$ cat src/rtl/moved_disc_exposed_spans_macros.svh
// Assertion macros shared by the span block.
`ifndef MOVED_DISC_EXPOSED_SPANS_MACROS_SVH
`define MOVED_DISC_EXPOSED_SPANS_MACROS_SVH

// Same-cycle implication, sampled on the rising clock edge, off during reset.
`define MDES_ASSERT_IMP(lbl, ante, cons, msg) \
    lbl: assert property (@(posedge i_clk) disable iff (!i_rst_n) (ante) |-> (cons)) \
        else $error(msg);

// Next-cycle implication, sampled on the rising clock edge, off during reset.
`define MDES_ASSERT_NXT(lbl, ante, cons, msg) \
    lbl: assert property (@(posedge i_clk) disable iff (!i_rst_n) (ante) |=> (cons)) \
        else $error(msg);

`endif

$ cat src/rtl/mdes_pkg.sv
`timescale 1ns / 1ps
// ----------------------------------------------------------------------------
// mdes_pkg
// Types, constants and the square root step used by the moved disc span block.
// ----------------------------------------------------------------------------
package mdes_pkg;

    localparam int DATA_W     = 64;
    localparam int SQRT_STEPS = 6;
    // Highest power of four that the 12 bit radicand may hold, as a shift.
    localparam int SQRT_TOP   = 2 * (SQRT_STEPS - 1);

    typedef struct packed {
        logic signed [10:0] ocx;
        logic signed [10:0] ncx;
        logic signed [11:0] y;
        logic signed [12:0] ndy;
        logic        [5:0]  orad;
        logic        [5:0]  nrad;
        logic signed [6:0]  dy;
    } t_s0;

    typedef struct packed {
        logic signed [10:0] ocx;
        logic signed [10:0] ncx;
        logic signed [11:0] y;
        logic               outside;
    } t_ctx;

    typedef struct packed {
        logic [11:0] osq;
        logic [12:0] odsq;
        logic [11:0] nsq;
        logic [12:0] ndsq;
    } t_sq;

    typedef struct packed {
        logic [11:0] rem;
        logic [11:0] root;
    } t_root;

    typedef struct packed {
        logic [1:0]         pad;
        logic signed [11:0] second_end;
        logic signed [11:0] second_start;
        logic               second_valid;
        logic signed [11:0] first_end;
        logic signed [11:0] first_start;
        logic               first_valid;
        logic signed [11:0] row_y;
    } t_out;

    // One digit of the restoring square root; step 0 tests the top power of four.
    function automatic t_root root_step(input t_root s, input int k);
        t_root       r;
        logic [12:0] bit_v;
        logic [12:0] trial;
        bit_v = 13'(1) << (SQRT_TOP - 2 * k);
        trial = {1'b0, s.root} + bit_v;
        r = s;
        if ({1'b0, s.rem} >= trial) begin
            r.rem  = 12'({1'b0, s.rem} - trial);
            r.root = 12'(({1'b0, s.root} >> 1) + bit_v);
        end else begin
            r.root = s.root >> 1;
        end
        return r;
    endfunction

endpackage

$ cat src/rtl/moved_disc_exposed_spans.sv
`timescale 1ns / 1ps
// ----------------------------------------------------------------------------
// moved_disc_exposed_spans
// Spans of one scan row that an old disc covered and a moved disc does not.
// ----------------------------------------------------------------------------
// The feeder sends one word per scan row of the old disc on the s_axis side:
// old and new centre, both radii and the row offset from the old centre. For
// each word one result word leaves on the m_axis side: the absolute row and up
// to two spans to erase. A row outside the new disc yields one span covering
// the whole old row; otherwise a left and a right edge span may be present.
// Absent spans carry zero start and end.
//
// One word is accepted per clock while s_axis_tready is high. The work runs
// through seven registers: input stage, squaring, radicand, three stages of
// two square root digits each, and the output register where spans are
// compared and formed.
//
// Reset (i_rst_n low at a clock edge) empties every stage. When the receiver
// stalls, words advance into empty stages behind the output register, so
// s_axis_tready falls only once all seven stages hold a word.
// ----------------------------------------------------------------------------
`include "moved_disc_exposed_spans_macros.svh"

module moved_disc_exposed_spans
    import mdes_pkg::*;
#(
    parameter int MAX_RADIUS = 63
) (
    input  logic              i_clk,
    input  logic              i_rst_n,
    input  logic              s_axis_tvalid,
    output logic              s_axis_tready,
    // old_center_x[10:0], old_center_y[21:11], old_rad[27:22], new_center_x[38:28],
    // new_center_y[49:39], new_rad[55:50], row_offset[62:56], zero[63]
    input  logic [DATA_W-1:0] s_axis_tdata,
    output logic              m_axis_tvalid,
    input  logic              m_axis_tready,
    // row_y[11:0], first_valid[12], first_start[24:13], first_end[36:25],
    // second_valid[37], second_start[49:38], second_end[61:50], zero[63:62]
    output logic [DATA_W-1:0] m_axis_tdata
);

    localparam logic [7:0] RAD_LIMIT = 8'(MAX_RADIUS);

    function automatic logic [5:0] sat_rad(input logic [5:0] r);
        if ({2'b00, r} > RAD_LIMIT) begin
            return RAD_LIMIT[5:0];
        end
        return r;
    endfunction

    logic [5:0] r_v;
    logic       r_ov;
    logic [6:0] w_rdy;

    t_s0   r_s0, n_s0;
    t_ctx  r_ctx [1:5];
    t_ctx  n_ctx1;
    t_sq   r_sq, n_sq;
    t_root r_ro  [2:5];
    t_root r_rn  [2:5];
    t_root n_ro2, n_rn2;
    t_out  r_out, n_out;

    logic signed [10:0] w_ocy;
    logic signed [10:0] w_ncy;
    logic signed [6:0]  w_roff;
    logic signed [11:0] w_y;
    logic signed [12:0] w_nr13;
    logic signed [6:0]  w_nd7;
    logic signed [13:0] w_odsq;
    logic signed [13:0] w_ndsq;
    logic signed [12:0] w_oleft, w_oright, w_nleft, w_nright;

    // A stage can load when it is empty or its word moves on this cycle.
    always_comb begin
        w_rdy[6] = !r_ov || m_axis_tready;
        for (int k = 5; k >= 0; k--) begin
            w_rdy[k] = !r_v[k] || w_rdy[k+1];
        end
    end

    assign s_axis_tready = w_rdy[0];

    // Input stage: unpack, saturate radii, absolute row and row distance to new centre.
    always_comb begin
        w_ocy       = s_axis_tdata[21:11];
        w_ncy       = s_axis_tdata[49:39];
        w_roff      = s_axis_tdata[62:56];
        w_y         = 12'(w_ocy) + 12'(w_roff);
        n_s0.ocx    = s_axis_tdata[10:0];
        n_s0.ncx    = s_axis_tdata[38:28];
        n_s0.orad   = sat_rad(s_axis_tdata[27:22]);
        n_s0.nrad   = sat_rad(s_axis_tdata[55:50]);
        n_s0.dy     = w_roff;
        n_s0.y      = w_y;
        n_s0.ndy    = 13'(w_y) - 13'(w_ncy);
    end

    // Squaring stage. Inside the new disc the row distance fits seven signed bits.
    always_comb begin
        w_nr13         = $signed({7'b0, r_s0.nrad});
        n_ctx1.ocx     = r_s0.ocx;
        n_ctx1.ncx     = r_s0.ncx;
        n_ctx1.y       = r_s0.y;
        n_ctx1.outside = (r_s0.ndy > w_nr13) || (r_s0.ndy < -w_nr13);
        w_nd7          = n_ctx1.outside ? 7'sd0 : r_s0.ndy[6:0];
        w_odsq         = 14'(r_s0.dy) * 14'(r_s0.dy);
        w_ndsq         = 14'(w_nd7) * 14'(w_nd7);
        n_sq.osq       = {6'b0, r_s0.orad} * {6'b0, r_s0.orad};
        n_sq.nsq       = {6'b0, r_s0.nrad} * {6'b0, r_s0.nrad};
        n_sq.odsq      = w_odsq[12:0];
        n_sq.ndsq      = w_ndsq[12:0];
    end

    // Radicand stage: r*r - d*d, clamped at zero.
    always_comb begin
        n_ro2.root = '0;
        n_rn2.root = '0;
        n_ro2.rem  = ({1'b0, r_sq.osq} > r_sq.odsq) ?
                     12'({1'b0, r_sq.osq} - r_sq.odsq) : 12'd0;
        n_rn2.rem  = ({1'b0, r_sq.nsq} > r_sq.ndsq) ?
                     12'({1'b0, r_sq.nsq} - r_sq.ndsq) : 12'd0;
    end

    // Output stage: edges of both discs and the spans between them.
    always_comb begin
        w_oleft  = 13'(r_ctx[5].ocx) - 13'({1'b0, r_ro[5].root[5:0]});
        w_oright = 13'(r_ctx[5].ocx) + 13'({1'b0, r_ro[5].root[5:0]});
        w_nleft  = 13'(r_ctx[5].ncx) - 13'({1'b0, r_rn[5].root[5:0]});
        w_nright = 13'(r_ctx[5].ncx) + 13'({1'b0, r_rn[5].root[5:0]});
        n_out    = '0;
        n_out.row_y = r_ctx[5].y;
        if (r_ctx[5].outside) begin
            n_out.first_valid = 1'b1;
            n_out.first_start = w_oleft[11:0];
            n_out.first_end   = w_oright[11:0];
        end else begin
            if (w_oleft < w_nleft) begin
                n_out.first_valid = 1'b1;
                n_out.first_start = w_oleft[11:0];
                n_out.first_end   = 12'(w_nleft - 13'sd1);
            end
            if (w_oright > w_nright) begin
                n_out.second_valid = 1'b1;
                n_out.second_start = 12'(w_nright + 13'sd1);
                n_out.second_end   = w_oright[11:0];
            end
        end
    end

    always_ff @(posedge i_clk) begin
        if (!i_rst_n) begin
            r_v  <= '0;
            r_ov <= 1'b0;
        end else begin
            if (w_rdy[0]) begin
                r_v[0] <= s_axis_tvalid;
            end
            for (int k = 1; k <= 5; k++) begin
                if (w_rdy[k]) begin
                    r_v[k] <= r_v[k-1];
                end
            end
            if (w_rdy[6]) begin
                r_ov <= r_v[5];
            end
        end
    end

    always_ff @(posedge i_clk) begin
        if (w_rdy[0] && s_axis_tvalid) begin
            r_s0 <= n_s0;
        end
        if (w_rdy[1] && r_v[0]) begin
            r_ctx[1] <= n_ctx1;
            r_sq     <= n_sq;
        end
        if (w_rdy[2] && r_v[1]) begin
            r_ctx[2] <= r_ctx[1];
            r_ro[2]  <= n_ro2;
            r_rn[2]  <= n_rn2;
        end
        // Two square root digits per stage for both discs.
        for (int k = 3; k <= 5; k++) begin
            if (w_rdy[k] && r_v[k-1]) begin
                r_ctx[k] <= r_ctx[k-1];
                r_ro[k]  <= root_step(root_step(r_ro[k-1], 2 * (k - 3)), 2 * (k - 3) + 1);
                r_rn[k]  <= root_step(root_step(r_rn[k-1], 2 * (k - 3)), 2 * (k - 3) + 1);
            end
        end
        if (w_rdy[6] && r_v[5]) begin
            r_out <= n_out;
        end
    end

    assign m_axis_tvalid = r_ov;
    assign m_axis_tdata  = r_out;

    `MDES_ASSERT_IMP(a_no_bubble_stall, !s_axis_tready,
                     (&r_v) && r_ov && !m_axis_tready, "input stalled with an empty stage")
    `MDES_ASSERT_IMP(a_first_order, r_ov && r_out.first_valid,
                     r_out.first_start <= r_out.first_end, "first span reversed")
    `MDES_ASSERT_IMP(a_second_order, r_ov && r_out.second_valid,
                     r_out.second_start <= r_out.second_end, "second span reversed")
    `MDES_ASSERT_NXT(a_out_load, w_rdy[6] && r_v[5], r_ov, "word lost at output register")

endmodule
$ cat config.mk
export PLATFORM = sky130hd
export DESIGN_NAME = moved_disc_exposed_spans
export DESIGN_NICKNAME = d
export VERILOG_FILES = /design/src/rtl/mdes_pkg.sv /design/src/rtl/moved_disc_exposed_spans.sv
export VERILOG_INCLUDE_DIRS = /design/src /design/src/rtl
export SDC_FILE = /design/constraint.sdc
export NUM_CORES = 1
export LEC_CHECK = 0
export BUFFER_PORTS_ARGS = -buffer_cell sky130_fd_sc_hd__buf_2
export CELL_PAD_IN_SITES_DETAIL_PLACEMENT = 0
export CELL_PAD_IN_SITES_GLOBAL_PLACEMENT = 1
export CORE_ASPECT_RATIO = 1.75
export CORE_UTILIZATION = 51
export DETAILED_ROUTE_END_ITERATION = 7
export GPL_TIMING_DRIVEN = 0
export PLACE_DENSITY_LB_ADDON = 0.1
export SYNTH_ARGS = -nofsm -noshare
export SYNTH_HDL_FRONTEND = slang
export SYNTH_SLANG_ARGS = --single-unit
$ cat constraint.sdc
create_clock -name i_clk -period 8.3 [get_ports i_clk]
set_input_delay 0.83 -clock i_clk [delete_from_list [all_inputs] [get_ports i_clk]]
set_output_delay 0.83 -clock i_clk [all_outputs]
set_load 0.02 [all_outputs]
# After elaboration in Yosys (flattened, before gate mapping)
# Memory sizes are Yosys's and may differ from the RTL's.
# Index checks and enable logic that the tools add are counted.
# word_totals
regBits	185
ram_bits	367
in_bits	68
out_inout_bits	66
word_cells	185
memories	3
# mem_list
name	words	word_bits	rd	rd_ports_with_merged_regs	wr	line	text
r_ctx	5	35	5	0	5	moved_disc_exposed_spans.sv:57	t_ctx r_ctx [1:5];
r_rn	4	24	4	0	4	moved_disc_exposed_spans.sv:61	t_root r_rn [2:5];
r_ro	4	24	4	0	4	moved_disc_exposed_spans.sv:60	t_root r_ro [2:5];
# classes
add_sub_neg	47
n_mul	4
order_cmp	18
n_mux	64
bitwise_logic	1
reduce_logical	23
# ops
cell	n
12-bit two-way mux	50
12-bit subtractor	14
12-bit by 13-bit greater-or-equal comparator with 1-bit output	12
25-bit two-way mux	2
11-bit by 7-bit adder with 12-bit output	3
12-bit by 1-bit adder with 13-bit output (second input constant)	2
12-bit by 11-bit adder with 13-bit output (second input constant)	2
12-bit by 3-bit adder with 13-bit output (second input constant)	2
12-bit by 5-bit adder with 13-bit output (second input constant)	2
12-bit by 7-bit adder with 13-bit output (second input constant)	2
12-bit by 9-bit adder with 13-bit output (second input constant)	2
12-bit by 13-bit > comparator with 1-bit output	2
7-bit by 7-bit multiplier with 13-bit output	2
11-bit by 1-bit adder with 12-bit output (second input constant)	2
11-bit by 11-bit adder with 12-bit output (second input constant)	2
11-bit by 3-bit adder with 12-bit output (second input constant)	2
11-bit by 5-bit adder with 12-bit output (second input constant)	2
11-bit by 7-bit adder with 12-bit output (second input constant)	2
11-bit by 9-bit adder with 12-bit output (second input constant)	2
6-bit by 6-bit multiplier with 12-bit output	2
11-bit by 7-bit subtractor with 12-bit output	2
13-bit by 7-bit > comparator with 1-bit output	1
13-bit < comparator	1
6-bit negation with 13-bit output	1
other kinds (12)	41

# Logic depth before layout (Yosys ltp)
# logic_depth
depth_word	11
mapped_depth	27
ltp_nobuf	25

# Worst setup path after synthesis
# OpenSTA, ideal clock, no wires.
# synth_path
path_kind	input to register
startpoint	input port m_axis_tready
endpoint	register, netlist name r_ctx[0][140]
setup_time_ps	595
arrival_ps	5960
setup_slack_ps	1746
cell_stages	3
path_buffers	0
cell_sequence	nor2b_1 -> and2_1 -> a21boi_0
# synth_rtl
element	line	text
start, declared	moved_disc_exposed_spans.sv:37	input logic m_axis_tready,

==> results.md <==
* Number of synthesized flops with an enable pin at 445
* Period utilisation layout at 87.3%
* Post-Route Utilization at between 50 and 60%
* Post-CTS setup buffers at 0
* Setup WS pre-CTS at around 1.0 ns
* First-pass GRT wire length at 79.9 mm
* Seq/Total Area, Yosys at 52.2%
* Synth Register Bits at 452
* Final Max Tran Viols at 0
* Ys async rst share at 0%
* Peak supply drop at ~0.21 mV
* Post-synth top area share at between 50% and 60%
* CTS root buffer: clkbuf_16
* Fin. Hold Viols at 0
* Cell Area, Synth at 25900 µm²
* Setup Viol. Count Final at 0
* DP HPWL at approximately 40 mm
* Initial DRC Count at just under 700
* Run status: finished, final reports clean
* Slew @ Worst Pin at between 1 and 1.5 ns
* TritonCTS sink count at approximately 450
* Max-capacitance violation count at 0
* Worst-path maximum fanout at 10
* Clock slew seen by the registers of the worst setup and hold paths at around 0.06 ns
* # DRC at 0
* Nets at ~2.7k
* Total track usage at around a fifth
* Vias/cell at between 5 and 6
* Worst skew pair latency at 0.55 ns
* Synth warn at 0
* CP required at approximately 8.6 ns
* Initial antenna violation count at 4
* Ranking of synthesized cells by area: edfxtp_1, ha_1, fa_1
* Wire per inst at 16.4 µm
* Count of cell types in the netlist at 84
* CP Cell Sequence: inv_1 > ha_1 > and3_1 > ha_1 > a21o_1 > a211oi_1 > nand3_1 > o21ai_0 > nor3_1 > and3_1 > clkbuf_1 > clkbuf_1 > nand2_1 > fa_1 > inv_1 > fa_1 > fa_1 > inv_1 > fa_1 > inv_1 > ha_1 > o41ai_1 > o21ai_0 > xnor2_1
* Final worst slack at roughly 1.1 ns
* CP max stage delay at between 0.6 and 0.7 ns
* Layout area overhead at 12.4%
* Final setup TNS at 0 ns
* Remaining antenna violation count at 0
* Grt ovf at 0
* CP Launch Type: register
* Syn_area_per_cell at about 12 µm²
* Max Root-Sink Buffers at 3
* Unrepaired setup endpoints after global routing: false
* Initial Util at between 50% and 60%
* Core Region at 49900 µm²
* WP buf/inv at 6
* Leakage at 11.6 nW
* Layout Skew at between 0.015 and 0.02 ns
* Cts bufs inserted at 42
* IO Pins at ~130
* Die Wd at roughly 170 µm
* Max Clock Freq at 138 MHz
* Via count at roughly 16k
* Cell area after placement at about 28000 µm²
* Total power at between 6 and 7 mW
* Min-Delay Path Class: reg -> reg
* RD Place Congestion at between 0.9 and 1
* Layout cells sized above 1 at between 10% and 20%
* CTS tree: yes
* Mapped Cells at approximately 2.1k
* Synth area leader: edfxtp_1
* Slew margin rel. at a little under a third
* # resized after CTS at 0
* Num rows at between 100 and 150
* Final WL at approximately 49 mm
* Largest net degree at the start of global routing at 40
* Ant. Diodes at 0
* Worst EP arrival at 7.52 ns
* Final min period at 7.24 ns
* Hold buffers post-CTS at 0
* PwrDens at 222 nW/µm²
* Die Y at ~300 µm
* CTS H-tree depth at 2
* Synth cell count leaders: edfxtp_1, inv_1, ha_1
* Fin area at around 29000 µm²
* CP Class: reg -> reg
* Most frequent cell after synthesis: edfxtp_1
* Die ar. at just over 50000 µm²
* Vias in the first global route at 16.4k
* 1st-pass router iterations at 6
* PortBufs at 130
* Slowest cell on crit path: fa_1
* Main flop type after synthesis: edfxtp_1
* Crit path max-delay family: adder cells
* Worst setup EP type: register
final cells by class:
class	instances	area, µm²
Tap cell	660	826
Timing Repair Buffer	140	866
Buffer	42	174
Fill cell	4118	20800
Inverter	257	965
Clock inverter	31	374
Multi-Input combinational cell	1380	11300
Clock buffer	45	1060
Sequential cell	452	13500
per-layer routing:
metal | wire (µm) | GRT usage [%] | vias up
met5 | 48 | 0 | -
met4 | 1820 | 7.77 | 8
met3 | 1510 | 2.47 | 82
met2 | 28000 | 39.8 | 277
met1 | 17900 | 20.0 | 7596
li1 | - | - | 8004
path summary, 6_finish.rpt:
| check | start | to | slack (ns) | cells past startpoint |
|---|---|---|---|---|
| setup reg to reg | r_s0[7] | r_sq[12] | 1.06 | 24 |
| hold / removal | r_ctx[0][88] | r_ctx[0][123] | 0.41 | 0 |
| setup / recovery | r_s0[7] | r_sq[12] | 1.06 | 24 |
| hold reg to reg | r_ctx[0][88] | r_ctx[0][123] | 0.41 | 0 |
power by group:
part	leakage [nW]	internal [mW]	switching (mW)
Combinational	6.79	0.735	0.938
Sequential	4.13	2.71	0.0760
Clock	0.704	1.16	0.831
Total	11.6	4.60	1.85
through the flow:
step / instances / hold WS, ns
final: 3007 / 0.406
after global routing: 3007 / 0.415
after CTS: 3007 / 0.402
after detailed placement: 2931 / 0.405
after global placement: 2921 / 0.401
after floorplan: 2131 / 0.400
cells in the final DEF (no fill, tap or decap), types with 17 or more instances in the layout:
cell type	netlist	routed
edfxtp_1	445	445
inv_1	256	256
ha_1	229	229
buf_2	1	131
nor2_1	127	127
a21oi_1	103	102
xnor2_1	96	96
nand2_1	92	92
fa_1	83	83
o21ai_0	60	60
nor3_1	54	54
and2_1	50	50
nor2b_1	49	45
xor2_1	42	42
clkbuf_16	0	42
clkbuf_1	34	37
o21a_1	31	31
nand3_1	31	31
a21o_1	22	22
a211oi_1	20	20
nand4_1	20	20
nand2b_1	20	20
and3_1	19	19
a21boi_0	19	17
sequential cells by signal, summed over array words and instances (netlist names), 6 cells and up:
register / cells
n_ctx1: 34
r_ro: 48
r_v: 6
r_s0: 32
r_sq: 46
r_rn: 48
r_ctx: 175
m_axis_tdata: 62
cell families (layout without fill, tap and decap cells):
| group | Yosys count | in the layout | share of synthesized area (%) |
|---|---|---|---|
| flops | 452 | 452 | 52.2 |
| simple gates | 534 | 534 | 10.8 |
| buf+inv | 299 | 515 | 4.40 |
| mux | 16 | 16 | 0.663 |
| xor+xnor | 138 | 138 | 4.68 |
| other cells | 1 | 2 | 0.0145 |
| compound gates | 378 | 378 | 9.70 |
| fa+ha+maj | 312 | 312 | 17.5 |
Note: power is estimated with default switching activity, not from simulation.
